`config.mk`:
```
export PLATFORM = sky130hd
export DESIGN_NAME = audio_frame_header_decode_top
export DESIGN_NICKNAME = d
export VERILOG_FILES = /design/src/sv/afhd_pkg.sv /design/src/sv/audio_frame_header_decode_top.sv
export SDC_FILE = /design/constraint.sdc
export NUM_CORES = 1
export LEC_CHECK = 0
export ABC_AREA = 1
export BUFFER_PORTS_ARGS = -buffer_cell sky130_fd_sc_hd__buf_2
export CORE_MARGIN = 2
export CORE_UTILIZATION = 59
export CTS_BUF_LIST = sky130_fd_sc_hd__clkbuf_4
export DETAILED_ROUTE_END_ITERATION = 6
export PLACE_DENSITY = 0.78
export RECOVER_POWER = 50
export SYNTH_ARGS = -nofsm -noshare
export SYNTH_HDL_FRONTEND = slang
export SYNTH_SLANG_ARGS = --single-unit
```
`constraint.sdc`:
```
create_clock -name clk_i -period 15.1 [get_ports clk_i]
set_input_delay 4.53 -clock clk_i [delete_from_list [all_inputs] [get_ports clk_i]]
set_output_delay 4.53 -clock clk_i [all_outputs]
set_load 0.01 [all_outputs]
```
`src/sv/afhd_pkg.sv`:
```
// ----------------------------------------------------------------------------
// afhd_pkg
// Shared types, codes and lookup tables for the audio frame header decoder.
// ----------------------------------------------------------------------------
package afhd_pkg;

  localparam int MaxFrameBytesDef = 8192;

  // Header format selector.
  localparam logic OP_MPEG = 1'b0;
  localparam logic OP_ADTS = 1'b1;

  // MPEG version field codes.
  localparam logic [1:0] MPEG_VER_25   = 2'b00;
  localparam logic [1:0] MPEG_VER_RSVD = 2'b01;
  localparam logic [1:0] MPEG_VER_2    = 2'b10;
  localparam logic [1:0] MPEG_VER_1    = 2'b11;
  localparam logic [1:0] MPEG_LAYER_3  = 2'b01;
  localparam logic [1:0] MPEG_MODE_MONO = 2'b11;

  // Division by 49 as a multiply by a rounded-up reciprocal and a shift.
  // The error stays below 1/49 over the 16-bit numerator range.
  localparam int          DivShift = 22;
  localparam int          NumW     = 16;
  localparam int          RecipW   = 17;
  localparam int          ProdW    = NumW + RecipW;
  localparam int          QuotW    = 11;
  localparam logic [RecipW-1:0] Recip49 = 17'd85599;

  // How the frame length is formed in the back stages.
  typedef enum logic [1:0] {
    SEL_ADTS = 2'd0,  // length carried in the header
    SEL_44K  = 2'd1,  // 160 * x / 49
    SEL_48K  = 2'd2,  // 3 * x
    SEL_32K  = 2'd3   // 9 * x / 2
  } sel_e;

  typedef struct packed {
    logic            ok;
    sel_e            sel;
    logic            pad;
    logic [NumW-1:0] val;
    logic [16:0]     rate;
    logic [3:0]      ch;
  } pipe_t;

  function automatic logic [8:0] kbps_v1(input logic [3:0] idx);
    logic [8:0] k;
    unique case (idx)
      4'd1:    k = 9'd32;
      4'd2:    k = 9'd40;
      4'd3:    k = 9'd48;
      4'd4:    k = 9'd56;
      4'd5:    k = 9'd64;
      4'd6:    k = 9'd80;
      4'd7:    k = 9'd96;
      4'd8:    k = 9'd112;
      4'd9:    k = 9'd128;
      4'd10:   k = 9'd160;
      4'd11:   k = 9'd192;
      4'd12:   k = 9'd224;
      4'd13:   k = 9'd256;
      4'd14:   k = 9'd320;
      default: k = 9'd0;
    endcase
    return k;
  endfunction

  function automatic logic [8:0] kbps_v2(input logic [3:0] idx);
    logic [8:0] k;
    unique case (idx)
      4'd1:    k = 9'd8;
      4'd2:    k = 9'd16;
      4'd3:    k = 9'd24;
      4'd4:    k = 9'd32;
      4'd5:    k = 9'd40;
      4'd6:    k = 9'd48;
      4'd7:    k = 9'd56;
      4'd8:    k = 9'd64;
      4'd9:    k = 9'd80;
      4'd10:   k = 9'd96;
      4'd11:   k = 9'd112;
      4'd12:   k = 9'd128;
      4'd13:   k = 9'd144;
      4'd14:   k = 9'd160;
      default: k = 9'd0;
    endcase
    return k;
  endfunction

  function automatic logic [16:0] mpeg_base_rate(input logic [1:0] idx);
    logic [16:0] r;
    unique case (idx)
      2'd0:    r = 17'd44100;
      2'd1:    r = 17'd48000;
      2'd2:    r = 17'd32000;
      default: r = 17'd0;
    endcase
    return r;
  endfunction

  function automatic logic [16:0] adts_rate(input logic [3:0] idx);
    logic [16:0] r;
    unique case (idx)
      4'd0:    r = 17'd96000;
      4'd1:    r = 17'd88200;
      4'd2:    r = 17'd64000;
      4'd3:    r = 17'd48000;
      4'd4:    r = 17'd44100;
      4'd5:    r = 17'd32000;
      4'd6:    r = 17'd24000;
      4'd7:    r = 17'd22050;
      4'd8:    r = 17'd16000;
      4'd9:    r = 17'd12000;
      4'd10:   r = 17'd11025;
      4'd11:   r = 17'd8000;
      4'd12:   r = 17'd7350;
      default: r = 17'd0;
    endcase
    return r;
  endfunction

endpackage

```
`src/sv/audio_frame_header_decode_top.sv`:
```
// ----------------------------------------------------------------------------
// audio_frame_header_decode_top
// Checks one MPEG Layer III or ADTS header candidate per beat and reports
// whether it is valid, with its frame length, sample rate and channel count.
// ----------------------------------------------------------------------------
// Usage: each input beat carries the six bytes at a candidate position, the
// count of bytes available there (tdata) and the format selector (tuser,
// 0 for MPEG Layer III, 1 for ADTS). Each input beat gives exactly one
// output beat: header_valid in tuser, frame length, rate and channel count
// in tdata, all zero for a rejected header.
// The block is a four-stage pipeline: field decode and table lookup, the
// numerator of the length, a 16 x 17 multiply that divides by 49 through
// a reciprocal, and the final select, padding add and range check. A beat
// passes the stages in order; one beat is taken every cycle unless stalled.
// The multiply stage sets the clock; there is no other loop.
// Each stage has its own valid bit and ready, so a stalled output holds its
// beat while earlier stages keep filling empty slots; nothing is lost or
// repeated. Reset clears all valid bits; the pipeline is empty afterward.
module audio_frame_header_decode_top #(
  parameter int MAX_FRAME_BYTES = afhd_pkg::MaxFrameBytesDef
) (
  input  logic        clk_i,
  input  logic        rst_ni,
  input  logic        s_axis_tvalid,
  output logic        s_axis_tready,
  // header_byte0[7:0], header_byte1 .. header_byte5, bytes_available[50:48]
  input  logic [55:0] s_axis_tdata,
  // op[0]
  input  logic [0:0]  s_axis_tuser,
  output logic        m_axis_tvalid,
  input  logic        m_axis_tready,
  // frame_length[13:0], sample_rate[30:14], channel_count[34:31]
  output logic [39:0] m_axis_tdata,
  // header_valid[0]
  output logic [0:0]  m_axis_tuser
);
  import afhd_pkg::*;

  localparam logic [13:0] MaxLen = 14'(MAX_FRAME_BYTES);

  logic [7:0] b0, b1, b2, b3, b4, b5;
  logic [2:0] avail;
  logic       op;

  assign b0    = s_axis_tdata[7:0];
  assign b1    = s_axis_tdata[15:8];
  assign b2    = s_axis_tdata[23:16];
  assign b3    = s_axis_tdata[31:24];
  assign b4    = s_axis_tdata[39:32];
  assign b5    = s_axis_tdata[47:40];
  assign avail = s_axis_tdata[50:48];
  assign op    = s_axis_tuser[0];

  logic v1_q, v2_q, v3_q, v4_q;
  logic rdy1, rdy2, rdy3, rdy4;

  assign rdy4 = ~v4_q | m_axis_tready;
  assign rdy3 = ~v3_q | rdy4;
  assign rdy2 = ~v2_q | rdy3;
  assign rdy1 = ~v1_q | rdy2;
  assign s_axis_tready = rdy1;

  // ---------------- Stage 1: decode ----------------
  pipe_t st1_d, st1_q;

  logic [1:0]  ver, lay, msri;
  logic [3:0]  bri, asri;
  logic [8:0]  kbps;
  logic [16:0] mbase;
  logic        mpeg_ok, adts_ok;
  logic [2:0]  cfg;
  logic [12:0] alen;

  always_comb begin
    ver   = b1[4:3];
    lay   = b1[2:1];
    bri   = b2[7:4];
    msri  = b2[3:2];
    kbps  = (ver == MPEG_VER_1) ? kbps_v1(bri) : kbps_v2(bri);
    mbase = mpeg_base_rate(msri);
    mpeg_ok = (avail >= 3'd4) && (b0 == 8'hFF) && (b1[7:5] == 3'b111) &&
              (ver != MPEG_VER_RSVD) && (lay == MPEG_LAYER_3) &&
              (kbps != 9'd0) && (msri != 2'd3);

    asri = b2[5:2];
    cfg  = {b2[0], b3[7:6]};
    alen = {b3[1:0], b4, b5[7:5]};
    adts_ok = (avail == 3'd7) && (b0 == 8'hFF) && ((b1 & 8'hF6) == 8'hF0) &&
              (asri < 4'd13);

    st1_d = '0;
    if (op == OP_ADTS) begin
      st1_d.ok   = adts_ok;
      st1_d.sel  = SEL_ADTS;
      st1_d.pad  = 1'b0;
      st1_d.val  = NumW'(alen);
      st1_d.rate = adts_rate(asri);
      st1_d.ch   = (cfg == 3'd0) ? 4'd1 : ((cfg == 3'd7) ? 4'd8 : {1'b0, cfg});
    end else begin
      st1_d.ok  = mpeg_ok;
      st1_d.pad = b2[1];
      // MPEG 2.5 halves the rate again against MPEG 2, so its bitrate is
      // doubled to share the MPEG 1 divisors.
      st1_d.val = (ver == MPEG_VER_25) ? NumW'({kbps, 1'b0}) : NumW'(kbps);
      case (msri)
        2'd0:    st1_d.sel = SEL_44K;
        2'd1:    st1_d.sel = SEL_48K;
        default: st1_d.sel = SEL_32K;
      endcase
      case (ver)
        MPEG_VER_1: st1_d.rate = mbase;
        MPEG_VER_2: st1_d.rate = {1'b0, mbase[16:1]};
        default:    st1_d.rate = {2'b00, mbase[16:2]};
      endcase
      st1_d.ch = (b3[7:6] == MPEG_MODE_MONO) ? 4'd1 : 4'd2;
    end
  end

  // ---------------- Stage 2: numerator ----------------
  pipe_t st2_d, st2_q;

  always_comb begin
    st2_d = st1_q;
    case (st1_q.sel)
      SEL_44K: st2_d.val = (st1_q.val << 7) + (st1_q.val << 5);
      SEL_48K: st2_d.val = (st1_q.val << 1) + st1_q.val;
      SEL_32K: st2_d.val = (st1_q.val << 3) + st1_q.val;
      default: st2_d.val = st1_q.val;
    endcase
  end

  // ---------------- Stage 3: reciprocal multiply ----------------
  pipe_t            st3_q;
  logic [ProdW-1:0] prod_d, prod_q;

  assign prod_d = ProdW'(st2_q.val) * ProdW'(Recip49);

  // ---------------- Stage 4: length, range check, output ----------------
  logic [13:0] quot, flen, min_len;
  logic        ok4;
  logic [39:0] out_data_d, out_data_q;
  logic        out_ok_d, out_ok_q;

  always_comb begin
    case (st3_q.sel)
      SEL_44K: quot = 14'(prod_q[DivShift+QuotW-1:DivShift]);
      SEL_32K: quot = st3_q.val[14:1];
      default: quot = st3_q.val[13:0];
    endcase
    flen    = quot + 14'(st3_q.pad);
    min_len = (st3_q.sel == SEL_ADTS) ? 14'd7 : 14'd4;
    ok4     = st3_q.ok && (flen >= min_len) && (flen <= MaxLen);
    out_ok_d   = ok4;
    out_data_d = ok4 ? {5'd0, st3_q.ch, st3_q.rate, flen} : '0;
  end

  always_ff @(posedge clk_i or negedge rst_ni) begin
    if (!rst_ni) begin
      v1_q <= 1'b0;
      v2_q <= 1'b0;
      v3_q <= 1'b0;
      v4_q <= 1'b0;
    end else begin
      if (rdy1) v1_q <= s_axis_tvalid;
      if (rdy2) v2_q <= v1_q;
      if (rdy3) v3_q <= v2_q;
      if (rdy4) v4_q <= v3_q;
    end
  end

  always_ff @(posedge clk_i) begin
    if (rdy1) st1_q <= st1_d;
    if (rdy2) st2_q <= st2_d;
    if (rdy3) begin
      st3_q  <= st2_q;
      prod_q <= prod_d;
    end
    if (rdy4) begin
      out_data_q <= out_data_d;
      out_ok_q   <= out_ok_d;
    end
  end

  assign m_axis_tvalid   = v4_q;
  assign m_axis_tdata    = out_data_q;
  assign m_axis_tuser[0] = out_ok_q;

`ifndef SYNTHESIS
  a_reject_zero: assert property (@(posedge clk_i) disable iff (!rst_ni)
    m_axis_tvalid && !m_axis_tuser[0] |-> m_axis_tdata == '0)
    else $error("rejected header with nonzero result fields");

  a_len_range: assert property (@(posedge clk_i) disable iff (!rst_ni)
    m_axis_tvalid && m_axis_tuser[0] |->
      m_axis_tdata[13:0] >= 14'd4 && m_axis_tdata[13:0] <= MaxLen)
    else $error("accepted header with frame length out of range");

  a_rate_match: assert property (@(posedge clk_i) disable iff (!rst_ni)
    m_axis_tvalid |-> m_axis_tuser[0] == (m_axis_tdata[30:14] != 17'd0))
    else $error("sample rate disagrees with header valid flag");

  a_ch_match: assert property (@(posedge clk_i) disable iff (!rst_ni)
    m_axis_tvalid && m_axis_tuser[0] |->
      m_axis_tdata[34:31] != 4'd0 && m_axis_tdata[34:31] <= 4'd8)
    else $error("accepted header with bad channel count");
`endif

endmodule
```
==> impl_results.md, run 1 <==
- Die area: 25,900 µm²
- Hold Violations, Final: 0
- GPL Wtd Cong: 0.950
- Mapped Cells: 1,568
- Synth Area in Simple Gates: 16.0%
- Netlist Area Pre-Place: 14,500 µm²
- Post-synthesis cell type count: 48
- Compound-gate portion of the synthesized area: 8.93%
- FFs w/ async S/R, synth: 2.35%
- Synth top area cells: edfxtp_1, ha_1, fa_1
- Main combinational cell family by area after synthesis: adder cells
- Fillers: 2,050
- Routed len/inst: 15.4 µm
- Post-synth EDFFs: 166
- First-pass GRT wire length: 51,400 µm
- Failing checks: max-capacitance violations, max-slew violations
- Final Max Tran Viols: 169
- Slowest cell on crit path: clkbuf_1
- Post-synthesis sequential area ratio: 35.0%
- Xor/xnor share of the synthesized area: 1.15%
- Outcome: finished, violations left
- Worst endpoint data arrival time: 6.65 ns
- Mux cell area share after synthesis: 0%
- CP required: 10.57 ns
- Die width: 161 µm
- WHS: 0.417 ns
- Type of element capturing the critical path: primary output
- Fin crit share: 74.0%
- Top FF cell, synth: edfxtp_1
- Cell count after placement: 1,959
- Final std cells w/o fill: 1,992
- Largest stage delay, worst path: 1.44 ns
- Core area: 24,200 µm²
- Num CTS Buffers: 17
- Most common cell after layout, fill and taps aside: inv_1
- Pre-antenna DRT Iters: 7
- Crit path top cell by count: nor2_1
- Worst path cell trace: buf_2, nor2_1, inv_1, clkbuf_1, nor2_1, clkinv_1, nor2_1, nand2_1, buf_2
- Skew-Pair Late Insertion Delay: 0.58 ns
- Vias per cell: 5.40
- Post-synth top area cell: edfxtp_1
- CP Buf/Inv Count: 5
- Final setup viols: 0
- Initial antenna violation count: 1
- PortBufs: 83
- Total track usage: 24.8%
- Share of layout cells above drive strength 1: 9.72%
- Worst-path clk slew: 0.17 ns
- # DRC: 0
- Largest net degree at the start of global routing: 53
- Total wire length: 30,600 µm
- Total grt overflow: 0
- Clock skew: 0.0382 ns
- Initial core utilization: 59.9%
- Vias: 10,800
- RSZ-0062 raised after global routing: false
- ANT nets after route: 0
- Setup crit start kind: input pin
- Hold Buf Count CTS: 0
- Fin crit period: 11.18 ns
- Clk root buf: clkbuf_4
- Syn avg cell area: 9.26 µm²
- H-tree depth: 4
- Seq cells post-synth: 170
- Dpl hpwl: 24,700 µm
- Row count: 57
- Clock buffer depth: 2
- Layout Utilization: 63.8%
- # IOs: 104
- Top cell type's share of synthesized area: 34.3%
- Max-cap violations: 4
- Sink Count: 170
- Most frequent cells in the layout: inv_1, nand2_1, ha_1
- Critical path's top delay family: buffers and inverters
- Setup TNS: 0 ns
- YS warnings: 0
- Worst-margin pin slew: 2.75 ns
- Detailed router's first-iteration violation count: 791
- CTS-repair resized insts: 0
- Die extent in y: 161 µm
- CP Class: input pin to primary output
- Tightest Hold Check Type: register to register
- Fmax: 89.4 MHz
- Slew HR: -83.2%
- CTS tree: yes
- Vias in the first global route: 10,900
- Post-CTS Setup Bufs: 0
- Total Nets Final: 1,999
- Area share of fa/ha/maj cells after synthesis: 29.4%
- Area Overhead vs Synth: 6.62%
- Crit Path Max Fanout: 38
==> cell usage after synthesis, types with 2 or more instances <==
master and count:
o31ai_1 2, nor3_1 17, o22ai_1 2, a31oi_1 10, inv_2 2, nor2_2 39, nand3_1 76, nand2_2 2
or2_2 5, buf_6 7, o21ai_1 3, ha_1 188, a32oi_1 5, a221oi_1 2, nand3b_1 5, o21ai_0 67
o21bai_1 7, a21o_1 9, a2111oi_0 3, clkbuf_1 9, inv_1 314, nand2_1 240, buf_4 7, xor2_1 12
edfxtp_1 166, a21oi_1 95, nand2_4 2, clkinv_1 3, nand3_2 7, o211ai_1 6, nand4_1 15, o2111ai_1 6
fa_1 96, o221ai_1 5, xnor2_1 7, nor2_1 112, dfrtp_1 4
==> per-layer routing <==
metal / share of wire, % / up-vias / track usage (%) / routed length (µm)
li1: - / 5348 / - / -
met1: 45 / 5018 / 33.0 / 13700
met2: 48 / 338 / 41.9 / 14700
met3: 5.1 / 58 / 3.77 / 1550
met4: 2.3 / 0 / 8.00 / 699
met5: 0 / - / 0 / 0
==> state kept, by name, indices dropped and copies added (netlist names) <==
| register | flops |
|---|---|
| st2_q | 41 |
| m_axis_tuser | 1 |
| v2_q | 1 |
| m_axis_tdata | 35 |
| v3_q | 1 |
| v1_q | 1 |
| st3_q | 40 |
| prod_q | 11 |
| m_axis_tvalid | 1 |
| st1_q | 38 |
==> cells by family after synthesis <==
| logic type | Yosys count |
|---|---|
| compound gates | 226 |
| xor+xnor | 19 |
| fa+ha+maj | 284 |
| buf+inv | 344 |
| flops | 170 |
| other cells | 1 |
| simple gates | 524 |
==> area by class of cell <==
cell class	instances	area, µm²	share of cell area, %
sequential	170	5080	32.8
tap	324	405	2.62
antenna	1	2.50	0.0162
multi-input combinational	1058	8060	52.1
clock buffer	18	135	0.873
clock inverter	14	161	1.04
inverter	320	1200	7.77
timing repair buffer	87	425	2.75
==> stage by stage <==
step	setup WS, ns	area, µm²
6_report	3.92	15500
3_3_place_gp	4.87	15200
2_1_floorplan	3.01	14500
5_1_grt	3.60	15500
3_5_place_dp	4.87	15200
4_1_cts	4.86	15500
==> path summary, 6_finish.rpt <==
path,end,depth (start not counted),from,slack [ns]
worst max-delay path,s_axis_tready,9,m_axis_tready,3.92
worst min-delay path,st2_q[7],0,st1_q[7],0.42
worst max register to register,prod_q[26],18,st2_q[35],9.23
worst min register to register,st2_q[7],0,st1_q[7],0.42
max in group asynchronous,m_axis_tvalid,1,rst_ni,11.05
min in group asynchronous,v3_q,1,rst_ni,3.78
Power of run 1 is left out: the tool's default activity adds up to more than one toggle a clock period on the data nets, which glitch-free logic cannot reach.
==> run 2: changes to the inputs <==
- clock period: 15.1 -> 10.45 ns (I/O delays scaled with it)
==> run 2 against run 1 <==
The run still ends with max-capacitance violations, max-slew violations left. Cell area barely moved. Worst setup slack got worse by 1.9 ns. Critical path depth rose by 2. Non-clock buffer count did not move. Critical path type unchanged.
==> impl_results.md, run 2 (synthesized netlist as in run 1, its figures left out) <==
- Crit Path Max Fanout: 53 (+39%)
- Critical path's top delay family: buffers and inverters
- Worst-margin pin slew: 1.79 ns (-0.960 ns)
- Total Nets Final: 1,999 (unchanged)
- H-tree depth: 4 (unchanged)
- Final setup viols: 0 (unchanged)
- Total track usage: 24.8% (about the same)
- Max reg flops: 41 (unchanged)
- Fin crit period: 8.42 ns
- Slowest cell on crit path: buf_4
- CTS-repair resized insts: 0 (unchanged)
- Area Overhead vs Synth: 6.58% (about the same)
- Initial antenna violation count: 1 (unchanged)
- PortBufs: 83 (unchanged)
- Worst path cell trace: buf_2, nor2_1, inv_1, buf_4, nor2_1, clkinv_1, buf_4, nor2_1, nand2_1, buf_4, buf_2
- Most common cell after layout, fill and taps aside: inv_1
- CP Buf/Inv Count: 7 (+2)
- Setup crit start kind: input pin
- Tightest Hold Check Type: register to register
- Type of element capturing the critical path: primary output
- Die width: 161 µm (unchanged)
- Total wire length: 30,500 µm (-0.31%)
- Dpl hpwl: 24,700 µm (+0.25%)
- Most flops, register: st2_q
- RSZ-0062 raised after global routing: false
- Sink Count: 170 (unchanged)
- Fin crit share: 80.5%
- Hold Buf Count CTS: 0 (unchanged)
- Fmax: 119 MHz
- Failing checks: max-capacitance violations, max-slew violations
- Die area: 25,900 µm² (unchanged)
- Layout Utilization: 63.8% (about the same)
- Regs by FF count: st2_q x41, st3_q x40, st1_q x38
- Largest stage delay, worst path: 0.53 ns (-0.91 ns)
- Skew-Pair Late Insertion Delay: 0.56 ns (-0.02 ns)
- CP Class: input pin to primary output
- Core area: 24,200 µm² (unchanged)
- Total grt overflow: 0 (unchanged)
- CTS tree: yes
- Worst-path clk slew: 0.14 ns (-0.03 ns)
- First-pass GRT wire length: 51,500 µm (+0.11%)
- Hold Violations, Final: 0 (unchanged)
- Placed cell area: 15,200 µm² (unchanged)
- Post-CTS Setup Bufs: 0 (unchanged)
- Largest net degree at the start of global routing: 54 (+1.9%)
- ANT nets after route: 0 (unchanged)
- Most frequent cells in the layout: inv_1, nand2_1, ha_1
- Die extent in y: 161 µm (unchanged)
- Clock skew: 0.0225 ns (-0.0157 ns)
- Num CTS Buffers: 17 (unchanged)
- GPL Wtd Cong: 0.926 (-2.6%)
- Final Max Tran Viols: 37 (-78%)
- Finished Cell Area: 15,500 µm² (about the same)
- Pre-antenna DRT Iters: 5 (-2)
- CP required: 7.32 ns (-3.25 ns)
- Worst endpoint data arrival time: 5.28 ns (-1.37 ns)
- Outcome: finished, violations left
- WHS: 0.414 ns (-0.00250 ns)
- Routed len/inst: 15.3 µm (-0.31%)
- Vias per cell: 5.39 (-0.21%)
- Row count: 57 (unchanged)
- Share of layout cells above drive strength 1: 10.4% (+0.72 points)
- Vias: 10,700 (-0.21%)
- Initial core utilization: 59.9% (unchanged)
- # IOs: 104 (unchanged)
- Detailed router's first-iteration violation count: 775 (-2.0%)
- Slew HR: -19.5% (+64 points)
- Clock buffer depth: 2 (unchanged)
- Max-cap violations: 1 (-3)
- Vias in the first global route: 11,000 (+0.64%)
- # DRC: 0 (unchanged)
- Setup TNS: 0 ns (unchanged)
- Clk root buf: clkbuf_4
[run 2: cell count changes in the layout (fill, tap and decap cells not counted), sizes merged]
cell	previous run	this run
buf	77	85
bufinv	2	0
clkinv	6	5
clkinvlp	3	5
inv	323	324
clkbuf	28	20
[run 2: cell type report]
type / instances / area (µm²)
flip-flops and latches: 170 / 5080
well taps: 324 / 405
diodes: 1 / 2.50
multi-input cells: 1058 / 8070
repair buffers: 87 / 443
inverters: 320 / 1200
clock inverters: 14 / 131
fillers: 2018 / 8770
clock buffers: 18 / 135
[run 2: path summary, 6_finish.rpt]
kind                                 end  cells after the start  slack, ns          start
max                        s_axis_tready                     11       2.03  m_axis_tready
min                            st3_q[10]                      0       0.41      st2_q[10]
max reg2reg                   prod_q[30]                     17       4.51      st2_q[35]
min reg2reg                    st3_q[10]                      0       0.41      st2_q[10]
max in group asynchronous           v3_q                      1       7.84         rst_ni
min in group asynchronous           v1_q                      1       2.38         rst_ni
[run 2: per-stage QoR]
stage          instances  worst slack [ns]
6_report            1992              2.03
5_1_grt             1992              1.80
4_1_cts             1991              1.97
3_5_place_dp        1959              1.98
3_3_place_gp        1959              2.03
2_1_floorplan       1572              1.15
[run 2: per-layer routing]
layer,track usage (%),share of wire (%),vias up
li1,-,-,5346
met1,32.5,45,5055
met2,42.3,48,301
met4,7.43,1.6,0
met3,4.34,5.5,37
met5,0,0,-
Power of run 2 is left out for the same reason.
